### src/sv/icds_pkg.sv
`timescale 1ns / 1ps
// ----------------------------------------------------------------------------
// icds_pkg
// Shared types, constants and the divider table for the clock divider search.
// ----------------------------------------------------------------------------
package icds_pkg;

	localparam int unsigned ENTRY_COUNT = 50;
	localparam int unsigned SHIFT_COUNT = 3;
	localparam int unsigned IDX_W       = 6;
	localparam int unsigned DEN_W       = 14;
	localparam int unsigned DIVR_W      = 12;
	localparam logic [DEN_W-1:0] MIN_DIVIDER = 14'd20;
	localparam logic [IDX_W-1:0] LAST_IDX    = 6'(ENTRY_COUNT - 1);
	localparam logic [1:0]       LAST_SHIFT  = 2'(SHIFT_COUNT - 1);

	typedef struct packed {
		logic [5:0]        code;
		logic [DIVR_W-1:0] divider;
	} div_entry_t;

	// controller -> datapath
	typedef struct packed {
		logic load;     // latch new word
		logic step;     // one quotient bit
		logic start;    // start division for current candidate
		logic reject;   // rate too high
		logic eval;     // compare candidate against best
		logic next;     // advance to next candidate
	} icds_cmd_t;

	// datapath -> controller
	typedef struct packed {
		logic div_last;
		logic reject;
		logic exact;
		logic last_cand;
	} icds_status_t;

	function automatic div_entry_t div_table(input logic [IDX_W-1:0] idx);
		div_entry_t e;
		unique case (idx)
			6'd0:  e = '{6'h00, 12'd20};
			6'd1:  e = '{6'h01, 12'd22};
			6'd2:  e = '{6'h02, 12'd24};
			6'd3:  e = '{6'h03, 12'd26};
			6'd4:  e = '{6'h04, 12'd28};
			6'd5:  e = '{6'h05, 12'd30};
			6'd6:  e = '{6'h09, 12'd32};
			6'd7:  e = '{6'h06, 12'd34};
			6'd8:  e = '{6'h0a, 12'd36};
			6'd9:  e = '{6'h07, 12'd40};
			6'd10: e = '{6'h0c, 12'd44};
			6'd11: e = '{6'h0d, 12'd48};
			6'd12: e = '{6'h0e, 12'd56};
			6'd13: e = '{6'h12, 12'd64};
			6'd14: e = '{6'h0f, 12'd68};
			6'd15: e = '{6'h13, 12'd72};
			6'd16: e = '{6'h14, 12'd80};
			6'd17: e = '{6'h15, 12'd88};
			6'd18: e = '{6'h19, 12'd96};
			6'd19: e = '{6'h16, 12'd104};
			6'd20: e = '{6'h1a, 12'd112};
			6'd21: e = '{6'h17, 12'd128};
			6'd22: e = '{6'h1c, 12'd144};
			6'd23: e = '{6'h1d, 12'd160};
			6'd24: e = '{6'h1e, 12'd192};
			6'd25: e = '{6'h22, 12'd224};
			6'd26: e = '{6'h1f, 12'd240};
			6'd27: e = '{6'h23, 12'd256};
			6'd28: e = '{6'h24, 12'd288};
			6'd29: e = '{6'h25, 12'd320};
			6'd30: e = '{6'h26, 12'd384};
			6'd31: e = '{6'h2a, 12'd448};
			6'd32: e = '{6'h27, 12'd480};
			6'd33: e = '{6'h2b, 12'd512};
			6'd34: e = '{6'h2c, 12'd576};
			6'd35: e = '{6'h2d, 12'd640};
			6'd36: e = '{6'h2e, 12'd768};
			6'd37: e = '{6'h32, 12'd896};
			6'd38: e = '{6'h2f, 12'd960};
			6'd39: e = '{6'h33, 12'd1024};
			6'd40: e = '{6'h34, 12'd1152};
			6'd41: e = '{6'h35, 12'd1280};
			6'd42: e = '{6'h36, 12'd1536};
			6'd43: e = '{6'h3a, 12'd1792};
			6'd44: e = '{6'h37, 12'd1920};
			6'd45: e = '{6'h3b, 12'd2048};
			6'd46: e = '{6'h3c, 12'd2304};
			6'd47: e = '{6'h3d, 12'd2560};
			6'd48: e = '{6'h3e, 12'd3072};
			6'd49: e = '{6'h3f, 12'd3840};
			default: e = '{6'h3f, 12'd3840};
		endcase
		return e;
	endfunction

endpackage

### src/sv/icds_datapath.sv
`timescale 1ns / 1ps
// ----------------------------------------------------------------------------
// icds_datapath
// Operand registers, radix-2 restoring divider, error compare and best-match
// registers, driven by commands from the controller.
// ----------------------------------------------------------------------------
module icds_datapath import icds_pkg::*; (
	input  logic         clk,
	input  logic [31:0]  source_clock_hz,
	input  logic [31:0]  wanted_rate_hz,
	input  icds_cmd_t    cmd,
	output icds_status_t st,
	output logic         accepted,
	output logic [5:0]   divider_code,
	output logic [1:0]   multiplier_code
);

	logic [31:0]      want_q;
	logic [31:0]      clk_q;
	logic [31:0]      quo_q;
	logic [DEN_W-1:0] rem_q;
	logic [DEN_W-1:0] den_q;
	logic [4:0]       cnt_q;
	logic [IDX_W-1:0] idx_q;
	logic [1:0]       shift_q;
	logic [31:0]      best_err_q;
	logic [5:0]       best_code_q;
	logic [1:0]       best_shift_q;
	logic             accepted_q;

	div_entry_t     entry;
	logic [DEN_W:0] trial;
	logic [DEN_W:0] diff;
	logic           ge;
	logic [31:0]    err;
	logic           better;
	logic [36:0]    want_x20;

	assign entry = div_table(idx_q);
	assign trial = {rem_q, quo_q[31]};
	assign diff  = trial - {1'b0, den_q};
	assign ge    = trial >= {1'b0, den_q};

	// rate > floor(clock / 20) is the same as 20 * rate > clock
	assign want_x20 = {5'b0, want_q} * {23'b0, MIN_DIVIDER};

	// quo_q holds the finished candidate rate when eval is issued
	assign err    = (want_q > quo_q) ? (want_q - quo_q) : (quo_q - want_q);
	assign better = err < best_err_q;

	assign st.div_last  = cnt_q == 5'd31;
	assign st.reject    = want_x20 > {5'b0, clk_q};
	assign st.exact     = better && (err == 32'd0);
	assign st.last_cand = (idx_q == LAST_IDX) && (shift_q == LAST_SHIFT);

	always_ff @(posedge clk) begin
		if (cmd.load) begin
			want_q       <= wanted_rate_hz;
			clk_q        <= source_clock_hz;
			idx_q        <= '0;
			shift_q      <= '0;
			best_err_q   <= '1;
			best_code_q  <= '0;
			best_shift_q <= '0;
			accepted_q   <= 1'b1;
		end
		if (cmd.step) begin
			rem_q <= ge ? diff[DEN_W-1:0] : trial[DEN_W-1:0];
			quo_q <= {quo_q[30:0], ge};
			cnt_q <= cnt_q + 5'd1;
		end
		if (cmd.start) begin
			quo_q <= clk_q;
			rem_q <= '0;
			cnt_q <= '0;
			den_q <= {2'b00, entry.divider} << shift_q;
		end
		if (cmd.reject) begin
			accepted_q <= 1'b0;
		end
		if (cmd.eval && better) begin
			best_err_q   <= err;
			best_code_q  <= entry.code;
			best_shift_q <= shift_q;
		end
		if (cmd.next) begin
			if (idx_q == LAST_IDX) begin
				idx_q   <= '0;
				shift_q <= shift_q + 2'd1;
			end else begin
				idx_q <= idx_q + 6'd1;
			end
		end
	end

	assign accepted        = accepted_q;
	assign divider_code    = best_code_q;
	assign multiplier_code = best_shift_q;

endmodule

### src/sv/icds_ctrl.sv
`timescale 1ns / 1ps
// ----------------------------------------------------------------------------
// icds_ctrl
// Sequencer for the search: range check, candidate divisions, result word.
// ----------------------------------------------------------------------------
module icds_ctrl import icds_pkg::*; (
	input  logic         clk,
	input  logic         arst_n,
	input  logic         in_valid,
	output logic         in_ready,
	output logic         out_valid,
	input  logic         out_ready,
	input  icds_status_t st,
	output icds_cmd_t    cmd
);

	typedef enum logic [5:0] {
		S_IDLE     = 6'b000001,
		S_CHECK    = 6'b000010,
		S_START    = 6'b000100,
		S_DIV_CAND = 6'b001000,
		S_EVAL     = 6'b010000,
		S_RESULT   = 6'b100000
	} state_t;

	state_t state_q;
	state_t state_d;

	always_comb begin
		state_d   = state_q;
		cmd       = '0;
		in_ready  = 1'b0;
		out_valid = 1'b0;
		unique case (state_q)
			S_IDLE: begin
				in_ready = 1'b1;
				if (in_valid) begin
					cmd.load = 1'b1;
					state_d  = S_CHECK;
				end
			end
			S_CHECK: begin
				if (st.reject) begin
					cmd.reject = 1'b1;
					state_d    = S_RESULT;
				end else begin
					cmd.start = 1'b1;
					state_d   = S_DIV_CAND;
				end
			end
			S_START: begin
				cmd.start = 1'b1;
				state_d   = S_DIV_CAND;
			end
			S_DIV_CAND: begin
				cmd.step = 1'b1;
				if (st.div_last) state_d = S_EVAL;
			end
			S_EVAL: begin
				cmd.eval = 1'b1;
				if (st.exact || st.last_cand) begin
					state_d = S_RESULT;
				end else begin
					cmd.next = 1'b1;
					state_d  = S_START;
				end
			end
			S_RESULT: begin
				out_valid = 1'b1;
				if (out_ready) state_d = S_IDLE;
			end
			default: state_d = S_IDLE;
		endcase
	end

	always_ff @(posedge clk or negedge arst_n) begin
		if (!arst_n) state_q <= S_IDLE;
		else         state_q <= state_d;
	end

endmodule

### src/sv/i2c_clock_divider_search.sv
`timescale 1ns / 1ps
// Flow: a rejected word (range check as 20 * rate against clock) goes straight
//   to the result; an accepted word runs each candidate through start, a 32-step
//   divide and compare on the shared 1-bit-per-cycle divider, over up to 150
//   candidates.
// Throughput: one word at a time; next input taken the cycle after the result is accepted.
// Reset: arst_n clears the sequencer to idle; data registers are not reset.
// ----------------------------------------------------------------------------
// i2c_clock_divider_search
// Picks the serial clock divider code and multiplier closest to a wanted rate.
// ----------------------------------------------------------------------------
module i2c_clock_divider_search import icds_pkg::*; (
	input  logic        clk,
	input  logic        arst_n,
	input  logic        in_valid,
	output logic        in_ready,
	input  logic [31:0] source_clock_hz,
	input  logic [31:0] wanted_rate_hz,
	output logic        out_valid,
	input  logic        out_ready,
	output logic        accepted,
	output logic [5:0]  divider_code,
	output logic [1:0]  multiplier_code
);

	icds_cmd_t    cmd;
	icds_status_t st;

	icds_ctrl u_ctrl (
		.clk       (clk),
		.arst_n    (arst_n),
		.in_valid  (in_valid),
		.in_ready  (in_ready),
		.out_valid (out_valid),
		.out_ready (out_ready),
		.st        (st),
		.cmd       (cmd)
	);

	icds_datapath u_datapath (
		.clk             (clk),
		.source_clock_hz (source_clock_hz),
		.wanted_rate_hz  (wanted_rate_hz),
		.cmd             (cmd),
		.st              (st),
		.accepted        (accepted),
		.divider_code    (divider_code),
		.multiplier_code (multiplier_code)
	);

endmodule
### config.mk
export PLATFORM = sky130hd
export DESIGN_NAME = i2c_clock_divider_search
export DESIGN_NICKNAME = d
export VERILOG_FILES = /design/src/sv/icds_pkg.sv /design/src/sv/icds_datapath.sv /design/src/sv/icds_ctrl.sv /design/src/sv/i2c_clock_divider_search.sv
export SDC_FILE = /design/constraint.sdc
export NUM_CORES = 1
export LEC_CHECK = 0
export ABC_AREA = 1
export BUFFER_PORTS_ARGS = -buffer_cell sky130_fd_sc_hd__buf_2
export CAP_MARGIN = 0
export CORE_AREA = 2 2 193 195
export DETAILED_ROUTE_END_ITERATION = 8
export DIE_AREA = 0 0 195 197
export PLACE_DENSITY = 0.66
export SETUP_SLACK_MARGIN = 0.4
export SYNTH_ARGS = -nofsm -noshare
export SYNTH_HDL_FRONTEND = slang
export SYNTH_SLANG_ARGS = --single-unit
export TNS_END_PERCENT = 1
### constraint.sdc
create_clock -name clk -period 7.65 [get_ports clk]
set_input_delay 0.3825 -clock clk [delete_from_list [all_inputs] [get_ports clk]]
set_output_delay 0.3825 -clock clk [all_outputs]
set_load 0.03 [all_outputs]
# After elaboration in Yosys (flattened, before gate mapping)
# Memories as Yosys holds them, arrays and structs flattened. A register that Yosys moved wholly into a read port is not among the register bits.
# Cells that the tools add are included.
# word_totals
rom_bits	1088
output_inout_bits	11
mem_count	1
wordCells	80
ff_bits	184
input_bits	68
# op_classes
multipliers	1
n_eq_ne	12
shifts	1
addsub	6
muxes	33
n_reduce_logical	9
magnitude_cmp	4
# memory_table
name	words	width	read_ports	rd_ports_with_merged_regs	write_ports	line_no	source
(no name shown)	64	17	1	1	0	icds_pkg.sv:42	unique case (idx)
# ops
operator	n
32-bit 2-to-1 mux	5
32-bit subtractor	2
6-bit 2-to-1 mux	10
37-bit by 32-bit > comparator with 1-bit output	1
6-bit one-hot mux with 6 select lines	1
32-bit by 3-bit multiplier with 35-bit output (second input constant)	1
32-bit > comparator	1
32-bit logical NOT	1
32-bit < comparator	1
15-bit by 14-bit greater-or-equal comparator with 1-bit output	1
14-bit 2-to-1 mux	1
12-bit by 2-bit << shifter with 14-bit output	1
14-bit subtractor	1
6-bit == test (second input constant)	2
2-bit 2-to-1 mux	6
1-bit 2-to-1 mux	9
6-bit by 1-bit adder with 6-bit output (second input constant)	1
6-bit by 1-bit == test with 1-bit output (second input constant)	1
6-bit by 2-bit == test with 1-bit output (second input constant)	1
6-bit by 3-bit == test with 1-bit output (second input constant)	1
6-bit by 4-bit == test with 1-bit output (second input constant)	1
6-bit by 5-bit == test with 1-bit output (second input constant)	1
2-bit inequality test (second input constant)	3
2-bit nonzero test	3
8 further kinds	10

# Longest topological paths before layout
# Gate-level depths: netlist of run 1.
# logic_depth
ltp_word	9
ltp_mapped	40
mapped_depth_nobuf	39

# Hierarchy
# Synthesis of run 1 repeated with hierarchy kept, for this count alone.
# unflattened
cells_unflattened	2412
hier_area_um2	17435.5
# by_module_without_submodules
mod	area_per_inst_um2	seq_area_each_um2	n_inst	cells_each
icds_datapath	17016.3	5435.2	1	2358
icds_ctrl	419.2	151.4	1	54

# Least setup slack after synthesis of run 1
# No wires, ideal clock.
# synth_timing
path_type	register to register
from	reg u_ctrl.state_q[0]
to	reg u_datapath.best_err_q[0] (enable)
setup_ps	399
path_slack_ps	105
t_required_ps	7251
synth_period_minus_slack_ps	7545
path_buffers	0
path_stages_with_launch	7
arrival_ps	7146
cell_sequence	dfstp_2 inv_1 nor4_1 inv_1 nor2_1 clkinv_1 nand2_1
# synth_rtl
item	line_no	source
from (decl)	icds_ctrl.sv:26	state_t state_q;
from (signal assigned)	icds_ctrl.sv:78	else state_q <= state_d;
to (signal assigned)	icds_datapath.sv:82	best_err_q <= err;
to (decl)	icds_datapath.sv:26	logic [31:0] best_err_q;

# Worst setup path in the final report of run 1
# layout_timing
from	reg u_datapath.want_q[0]
to	reg, netlist name u_datapath.entry[5]
# layout_between
elab_chain_cells	9
elab_cells_between_ends	13
cone_classes	add/sub: 2; order compare: 2; mux: 5; reduce/logical: 4
# layout_lines
item	line_no	source
from (decl)	icds_datapath.sv:18	logic [31:0] want_q;
from (signal assigned)	icds_datapath.sv:58	want_q <= wanted_rate_hz;
32-bit subtractor / 32-bit > comparator (equally long branches)	icds_datapath.sv:48	assign err = (want_q > quo_q) ? (want_q - quo_q) : (quo_q - want_q);
32-bit 2-to-1 mux *	icds_datapath.sv:48	
via u_datapath.err[11]	icds_datapath.sv:35	logic [31:0] err;
32-bit < comparator / 32-bit logical NOT (equally long branches)	icds_datapath.sv:49, icds_datapath.sv:53	
1-bit logical AND *	icds_datapath.sv:53	assign st.exact = better && (err == 32'd0);
1-bit logical OR *	icds_ctrl.sv:61	if (st.exact || st.last_cand) begin
1-bit 2-to-1 mux *	icds_ctrl.sv:61	
2-bit 2-to-1 mux *	icds_ctrl.sv:34	unique case (state_q)
6-bit 2-to-1 mux / 2-bit nonzero test (equally long branches)	n/a	
6-bit 2-to-1 mux (no line) *	n/a	
# The timed path passes the listed nets; every way through them passes the cells marked *.
# A chain may end at the register's enable or synchronous reset.

==> results_dict.tcl, run 1 <==
set metrics [dict create \
    netlist_instances 2541 \
    critPathCaptureType "flip-flop" \
    yosys.area_share.xor_xnor_pct 3.37 \
    drive_above_1_share_pct 6.87 \
    worst_slew_pin_slew_ns 0.994 \
    syn-num-nets 2829 \
    seq_area_frac_synth_pct 31.2 \
    place_congestion 0.962 \
    grt.total_usage_pct 26.3 \
    p_int_mw 2.98 \
    rsz0062_at_grt "yes" \
    grt_remaining_overflow 0 \
    n_fill_cell 3649 \
    h-tree-depth 4 \
    power_frac_comb_pct 56.2 \
    dieWidth_um 195 \
    dieArea_mm2 0.0384 \
    grt_start_max_net_pins 67 \
    fin_tns_setup_ns 0 \
    synth_compound_area_share_pct 7.84 \
    crit_arrival_ns 7.00 \
    core_mm2 0.0363 \
    reg2reg_to "u_datapath.entry[5]" \
    hold_path_class "in -> reg" \
    start_util_pct 49.4 \
    grt_pass1_vias 15590 \
    synth.cell_area_mm2 0.0179 \
    insertion_delay_ns 0.47 \
    cp.required_ns 8.01 \
    max_stage_delay_ns 0.47 \
    max_cap_viol_count 0 \
    synth_top_family_by_area "simple AND/OR/NAND/NOR gates" \
    switching_share_pct 48.1 \
    cts-root-buf "clkbuf_16" \
    timing.critical_path.mode_cell "nand2_1" \
    clockBufferDepth 2 \
    holdPathStages 1 \
    switching_power_mw 2.76 \
    ys.flop_type "edfxtp_1" \
    synthArstFlopShare_pct 3.00 \
    p_leak_nw 10.4 \
    rr_startpoint "u_datapath.want_q[0]" \
    diodes 0 \
    pwr-share-seq_pct 26.9 \
    die_h_um 197 \
    syn_area_per_cell_um2 7.06 \
    r2r_cells 38 \
    critPathTopFamily "simple AND/OR/NAND/NOR gates" \
    cts_setup_buffers 0 \
    synth_mux_area_share_pct 0.782 \
    period_needed_ns 6.64 \
    rows 70 \
    final_hold_viol_count 0 \
    firstDrtPassIters 6 \
    io_pins 79 \
    clock.fmax_mhz 151 \
    min_period_over_period_pct 86.8 \
    skew_ns 0.0111 \
    worstSetupPathType "reg -> reg" \
    synth_edf_count 155 \
    hp-start "source_clock_hz[18]" \
    slew-limit-headroom_pct 33.7 \
    crit_slowest_cell "edfxtp_1" \
    port_buffers 78 \
    hpwl_um 40100 \
    maxSlewViolCount 0 \
    grt_pass1_wl_um 79900 \
    yosys_warnings 0 \
    holdPathEnd "u_datapath.clk_q[18]" \
    via_per_inst 5.19 \
    clock_sinks 200 \
    finalNetCount 2894 \
    setup_viol 0 \
    cp_max_fo 37 \
    routed-via-count 16031 \
    p_total_mw 5.73 \
    drcViolationCount 0 \
    drt-wirelength-per-cell_um 15.9 \
    cts_tree "done" \
    cp-start-kind "flip-flop" \
    critical_path_buf_inv_count 7 \
    irDropWorstVdd_uv 191 \
    wirelength_um 49000 \
    status "completed" \
    antenna_found_initial 0 \
    ys_ff_latch 200 \
    detail-route-antenna-nets 0 \
    cts.clk_slew.worst_paths_ns 0.08 \
    synthAdderAreaFrac_pct 15.5 \
    syn2layout_area_growth_pct 8.05 \
    power_density_mw_per_mm2 296 \
    r2r_slack_ns 1.01 \
    cts_buffers 17 \
    clock_power_share_pct 16.9 \
    ys_types 59 \
    drt_iter0_drc 1011 \
    synthSimpleGateAreaFrac_pct 29.3 \
]
stage by stage:
stage	cells	util, %	setup slack, ns	cell area, um2	hold WS (ns)
3_3_place_gp	3054	51.7	1.07	18700	0.210
5_1_grt	3087	53.4	0.366	19400	0.0693
6_report	3087	53.4	1.01	19400	0.0832
4_1_cts	3087	53.4	0.897	19400	0.0693
2_1_floorplan	2541	-	1.50	17900	0.0869
3_5_place_dp	3054	51.7	0.937	18700	0.213
layer usage:
metal | vias up | GRT usage (%) | part of all wire (%)
met4 | 0 | 5.65 | 1.5
met5 | - | 0 | 0
li1 | 8204 | - | -
met3 | 51 | 3.70 | 5.3
met2 | 421 | 44.7 | 46
met1 | 7355 | 35.7 | 47
cell families after synthesis:
family	count (synthesis)
AOI/OAI and AO/OA	249
xor gates and xnor gates	69
adders and majority gates	220
buffers and inverters	549
DFF	200
muxes	14
and+or+nand+nor	1240
layout make-up:
class / instances / area, um2 / area share (%)
clock buffer: 18 / 439 / 2.27
clock inverter: 14 / 183 / 0.943
inverter: 507 / 1920 / 9.89
multi-input combinational: 1792 / 10200 / 52.6
sequential: 200 / 5590 / 28.8
tap: 468 / 586 / 3.02
timing repair buffer: 88 / 472 / 2.43
worst max path at each step:
stage,startpoint,end,slack [ns],cells past startpoint
3_3_place_gp,u_datapath.want_q[1],u_datapath.den_q[10],1.07,34
4_1_cts,u_datapath.want_q[1],u_datapath.quo_q[19],0.90,36
2_1_floorplan,u_datapath.want_q[1],u_datapath.quo_q[0],1.50,35
6_report,u_datapath.want_q[0],u_datapath.entry[5],1.01,38
5_1_grt,u_datapath.want_q[0],u_datapath.entry[5],0.37,38
3_5_place_dp,u_datapath.want_q[1],u_datapath.den_q[10],0.94,34
cell usage after synthesis, types with 3 or more instances:
| cell | count | area share, % |
|---|---|---|
| nand3_4 | 3 | 0.29 |
| xor2_1 | 43 | 2.1 |
| nand2_2 | 17 | 0.59 |
| nand4_1 | 33 | 1.2 |
| nor2_4 | 9 | 0.57 |
| nand3_2 | 3 | 0.17 |
| buf_6 | 7 | 0.44 |
| nand3_1 | 164 | 4.6 |
| mux2i_1 | 14 | 0.78 |
| a21o_1 | 5 | 0.21 |
| o21ai_0 | 52 | 1.5 |
| buf_4 | 10 | 0.42 |
| clkinv_1 | 4 | 0.084 |
| o21bai_1 | 3 | 0.13 |
| inv_2 | 6 | 0.13 |
| clkbuf_1 | 18 | 0.38 |
| nor3_1 | 15 | 0.42 |
| buf_2 | 6 | 0.17 |
| o21a_1 | 3 | 0.13 |
| a221oi_1 | 3 | 0.15 |
| nand2_1 | 852 | 18 |
| nor4_1 | 5 | 0.17 |
| o211ai_1 | 19 | 0.80 |
| o21ai_1 | 9 | 0.25 |
| nand3b_1 | 5 | 0.21 |
| dfxtp_1 | 39 | 4.4 |
| fa_1 | 3 | 0.33 |
| ha_1 | 217 | 15 |
| edfxtp_1 | 155 | 26 |
| inv_1 | 492 | 10 |
| xnor2_1 | 26 | 1.3 |
| dfrtp_1 | 5 | 0.70 |
| nor2_1 | 119 | 2.5 |
| a31oi_1 | 10 | 0.35 |
| or2_2 | 4 | 0.14 |
| a21oi_1 | 125 | 3.5 |
| a21boi_0 | 6 | 0.25 |
| nand2_4 | 4 | 0.25 |
flip-flops by register name, summed over array words and instances (netlist names):
signal / count
u_datapath.best_err_q: 32
u_datapath.clk_q: 32
u_datapath.quo_q: 32
u_datapath.want_q: 32
u_datapath.entry: 17
u_datapath.rem_q: 14
u_datapath.den_q: 13
u_ctrl.state_q: 6
u_datapath.divider_code: 6
u_datapath.idx_q: 6
u_datapath.cnt_q: 5
u_datapath.multiplier_code: 2
u_datapath.shift_q: 2
u_datapath.accepted: 1
layout by cell type, fill, tap and decap left out, types with 3 or more instances in the layout:
| cell type | Yosys | routed |
|---|---|---|
| nand2_1 | 852 | 850 |
| inv_1 | 492 | 492 |
| ha_1 | 217 | 217 |
| nand3_1 | 164 | 164 |
| edfxtp_1 | 155 | 155 |
| a21oi_1 | 125 | 125 |
| nor2_1 | 119 | 118 |
| buf_2 | 6 | 78 |
| o21ai_0 | 52 | 51 |
| xor2_1 | 43 | 43 |
| dfxtp_1 | 39 | 39 |
| nand4_1 | 33 | 33 |
| xnor2_1 | 26 | 26 |
| nand2_2 | 17 | 19 |
| o211ai_1 | 19 | 19 |
| clkbuf_16 | 0 | 17 |
| nor3_1 | 15 | 15 |
| mux2i_1 | 14 | 14 |
| nor2_4 | 9 | 10 |
| a31oi_1 | 10 | 10 |
| o21ai_1 | 9 | 10 |
| buf_4 | 10 | 8 |
| inv_6 | 1 | 7 |
| inv_2 | 6 | 6 |
| a21boi_0 | 6 | 6 |
| a21o_1 | 5 | 5 |
| nand3b_1 | 5 | 5 |
| dfrtp_1 | 5 | 5 |
| nor4_1 | 5 | 4 |
| clkinv_2 | 2 | 4 |
| nand2_4 | 4 | 4 |
| clkinv_1 | 4 | 4 |
| or2_2 | 4 | 4 |
| nand3_4 | 3 | 3 |
| o21bai_1 | 3 | 3 |
| a221oi_1 | 3 | 3 |
| nand3_2 | 3 | 3 |
| o21a_1 | 3 | 3 |
| fa_1 | 3 | 3 |
| clkinv_8 | 0 | 3 |
what timing repair did:
item	in CTS	in global routing
setup endpoints to repair	0	98
resized for setup	0	2
hold endpoints to repair	6	0
hold buffers	1	0
power by group through the flow:
stage,clock [mW],combinational [mW],sequential (mW)
after floorplan,0,2.36,1.53
after global placement,0,3.12,1.56
after detailed placement,0,3.18,1.57
after CTS,0.985,3.20,1.54
after global routing,1.02,3.66,1.56
final,0.966,3.22,1.54
Power figures use the tool's default switching activity.
==> inputs of run 2 (changes only) <==
- ABC_AREA: 1 -> 0
- CORE_AREA: 2 2 193 195 -> 2 2 255 131
- DIE_AREA: 0 0 195 197 -> 0 0 257 133
- PLACE_DENSITY: 0.66 -> 0.67
- SYNTH_HIERARCHICAL: not set -> 1
==> run 2 against run 1 <==
Core utilization up 2.5 points. Area after synthesis down 12%. Global-route usage down 0.13 points. Sequential power up 4%. Clock skew up 0.0074 ns. Maximum frequency down 5.2%. Worst hold slack better by 0.0030 ns. Clock-buffer cell count unchanged. Die area down 11%. Power up 8.9%. Largest cell class unchanged. Highest routed layer unchanged.
==> results_dict.tcl, run 2 <==
set metrics [dict create \
    max_cap_viol_count 0 \
    firstDrtPassIters 5 \
    antenna_found_initial 0 \
    hp-start "source_clock_hz[9]" \
    max_stage_delay_ns 0.52 \
    clock.fmax_mhz 143 \
    synthArstFlopShare_pct 3.00 \
    drt-wirelength-per-cell_um 19.5 \
    die_h_um 133 \
    status "completed" \
    final_common_cell "ha_1" \
    multi_input_area_mm2 0.00958 \
    critical_path_buf_inv_count 4 \
    via_per_inst 5.83 \
    place_congestion 0.953 \
    worstSetupPathType "reg -> reg" \
    syn-num-nets 2033 \
    cts-root-buf "clkbuf_16" \
    power_frac_comb_pct 58.6 \
    crit_arrival_ns 7.19 \
    switching_share_pct 45.2 \
    seqCellArea_mm2 0.00559 \
    cts_buffers 17 \
    pwr-share-seq_pct 25.6 \
    cp_max_fo 43 \
    power_density_mw_per_mm2 345 \
    port_buffers 78 \
    finalNetCount 2133 \
    switching_power_mw 2.82 \
    yosysMostFrequentCell "ha_1" \
    grt_remaining_overflow 0 \
    grt_pass1_wl_um 69900 \
    hpwl_um 34700 \
    n_fill_cell 2871 \
    synth.cell_area_mm2 0.0159 \
    ys_types 85 \
    skew_ns 0.0185 \
    critPathTopFamily "compound AO/OA/AOI/OAI gates" \
    rr_startpoint "u_datapath/want_q[1]" \
    synth_top_area_cell "edfxtp_1" \
    wirelength_um 44800 \
    rsz0062_at_grt "yes" \
    crit_slowest_cell "edfxtp_1" \
    syn_area_per_cell_um2 9.10 \
    worstSetupStartpoint "u_datapath/want_q[1]" \
    grt.total_usage_pct 26.2 \
    ys_top_cells_by_area "edfxtp_1, ha_1, dfxtp_1, inv_1, a21oi_1" \
    dieWidth_um 257 \
    worst_slew_pin_slew_ns 0.844 \
    grt_pass1_vias 12246 \
    synth_edf_count 155 \
    final_hold_viol_count 0 \
    period_needed_ns 7.00 \
    setup_viol 0 \
    irDropWorstVdd_uv 159 \
    timing.hold.ws_ns 0.0862 \
    ys_ff_latch 200 \
    start_util_pct 49.1 \
    cts.clk_slew.worst_paths_ns 0.08 \
    layout_common_cells "ha_1, inv_1, edfxtp_1" \
    critPathCaptureType "flip-flop" \
    seq_area_frac_synth_pct 35.2 \
    fin_tns_setup_ns 0 \
    clock_sinks 200 \
    slew-limit-headroom_pct 43.6 \
    diodes 0 \
    detail-route-antenna-nets 0 \
    layout_setup_ws_ns 0.647 \
    drive_above_1_share_pct 14.3 \
    io_pins 79 \
    cp.required_ns 7.84 \
    cp-start-kind "flip-flop" \
    dieArea_mm2 0.0342 \
    cts_tree "done" \
    min_period_over_period_pct 91.5 \
    hold_path_class "in -> reg" \
    synth_top_area_share_pct 29.3 \
    p_int_mw 3.42 \
    rows 47 \
    netlist_top_cells_count "ha_1, inv_1, edfxtp_1" \
    place_worst_setup_slack_ns -0.0385 \
    routed-via-count 13402 \
    ys.flop_type "edfxtp_1" \
    maxSlewViolCount 0 \
    p_leak_nw 8.27 \
    syn2layout_area_growth_pct 13.9 \
    netlist_instances 1744 \
    drt_iter0_drc 1656 \
    yosys_warnings 6 \
    clockBufferDepth 2 \
    grt_start_max_net_pins 54 \
    insertion_delay_ns 0.46 \
    h-tree-depth 4 \
    clock_power_share_pct 15.8 \
    drcViolationCount 0 \
    core_mm2 0.0323 \
]
==> run 2: changes by cell type after synthesis, moves of 21 or more <==
cell	delta
clkbuf_1	+34
a21o_1	+60
a211oi_1	+23
nand3_1	-130
nand2b_1	+26
o21ai_0	+58
inv_1	-297
nand2_1	-713
mux2i_1	+21
==> run 2: final cells by class <==
class | count | share of cell area (%)
Sequential cell | 200 | 30.9
Timing Repair Buffer | 151 | 5.55
Multi-Input combinational cell | 1279 | 53.0
Inverter | 195 | 4.05
Clock buffer | 18 | 2.37
Tap cell | 441 | 3.05
Clock inverter | 14 | 1.04
==> run 2: kinds of logic (layout without fill, tap and decap cells) <==
family / count (synthesis) / after routing / share of synthesized area, %
adders and majority gates: 221 / 221 / 17.6
AOI/OAI and AO/OA: 481 / 481 / 19.4
xor gates and xnor gates: 76 / 76 / 4.19
DFF: 200 / 200 / 35.2
muxes: 42 / 42 / 3.06
buffers and inverters: 265 / 378 / 6.40
and+or+nand+nor: 459 / 459 / 14.2
==> run 2: final timing paths <==
path / to / slack [ns] / depth (start not counted)
worst min register to register: u_datapath/accepted / 0.47 / 2
min in group asynchronous: u_ctrl/state_q[4] / 0.27 / 2
max in group asynchronous: u_ctrl/state_q[0] / 7.16 / 2
worst max register to register: u_datapath/quo_q[11] / 0.65 / 28
worst max-delay path: u_datapath/quo_q[11] / 0.65 / 28
worst min-delay path: u_datapath/clk_q[9] / 0.09 / 1
==> run 2: metrics by stage <==
step,util (%),std cells,total power [mW],instance area (um2)
after floorplan,-,1744,3.98,15900
after global placement,52.5,2240,4.98,17000
after detailed placement,52.5,2240,5.01,17000
after CTS,54.6,2273,6.04,17600
after global routing,56.0,2298,6.69,18100
final,56.0,2298,6.24,18100
==> run 2: power groups by stage <==
stage	clock (mW)	combinational, mW	sequential [mW]
6_report	0.984	3.66	1.60
5_1_grt	1.05	4.02	1.62
4_1_cts	1.01	3.43	1.60
3_5_place_dp	0	3.39	1.62
3_3_place_gp	0	3.36	1.62
2_1_floorplan	0	2.41	1.58
==> run 2: routing by layer <==
metal	global-route usage [%]	share of wire, %
met4	4.55	0.97
met3	7.99	9.6
met1	43.5	53
met2	31.8	36
met5	0	0
==> run 2: timing repair <==
action,4_1_cts,5_1_grt
cloned,0,0
resized for setup,12,68
setup endpoints to repair,111,113
pin swaps,0,13
hold buffers,1,0
buffers inserted,0,25
endpoints found under the hold margin,6,0
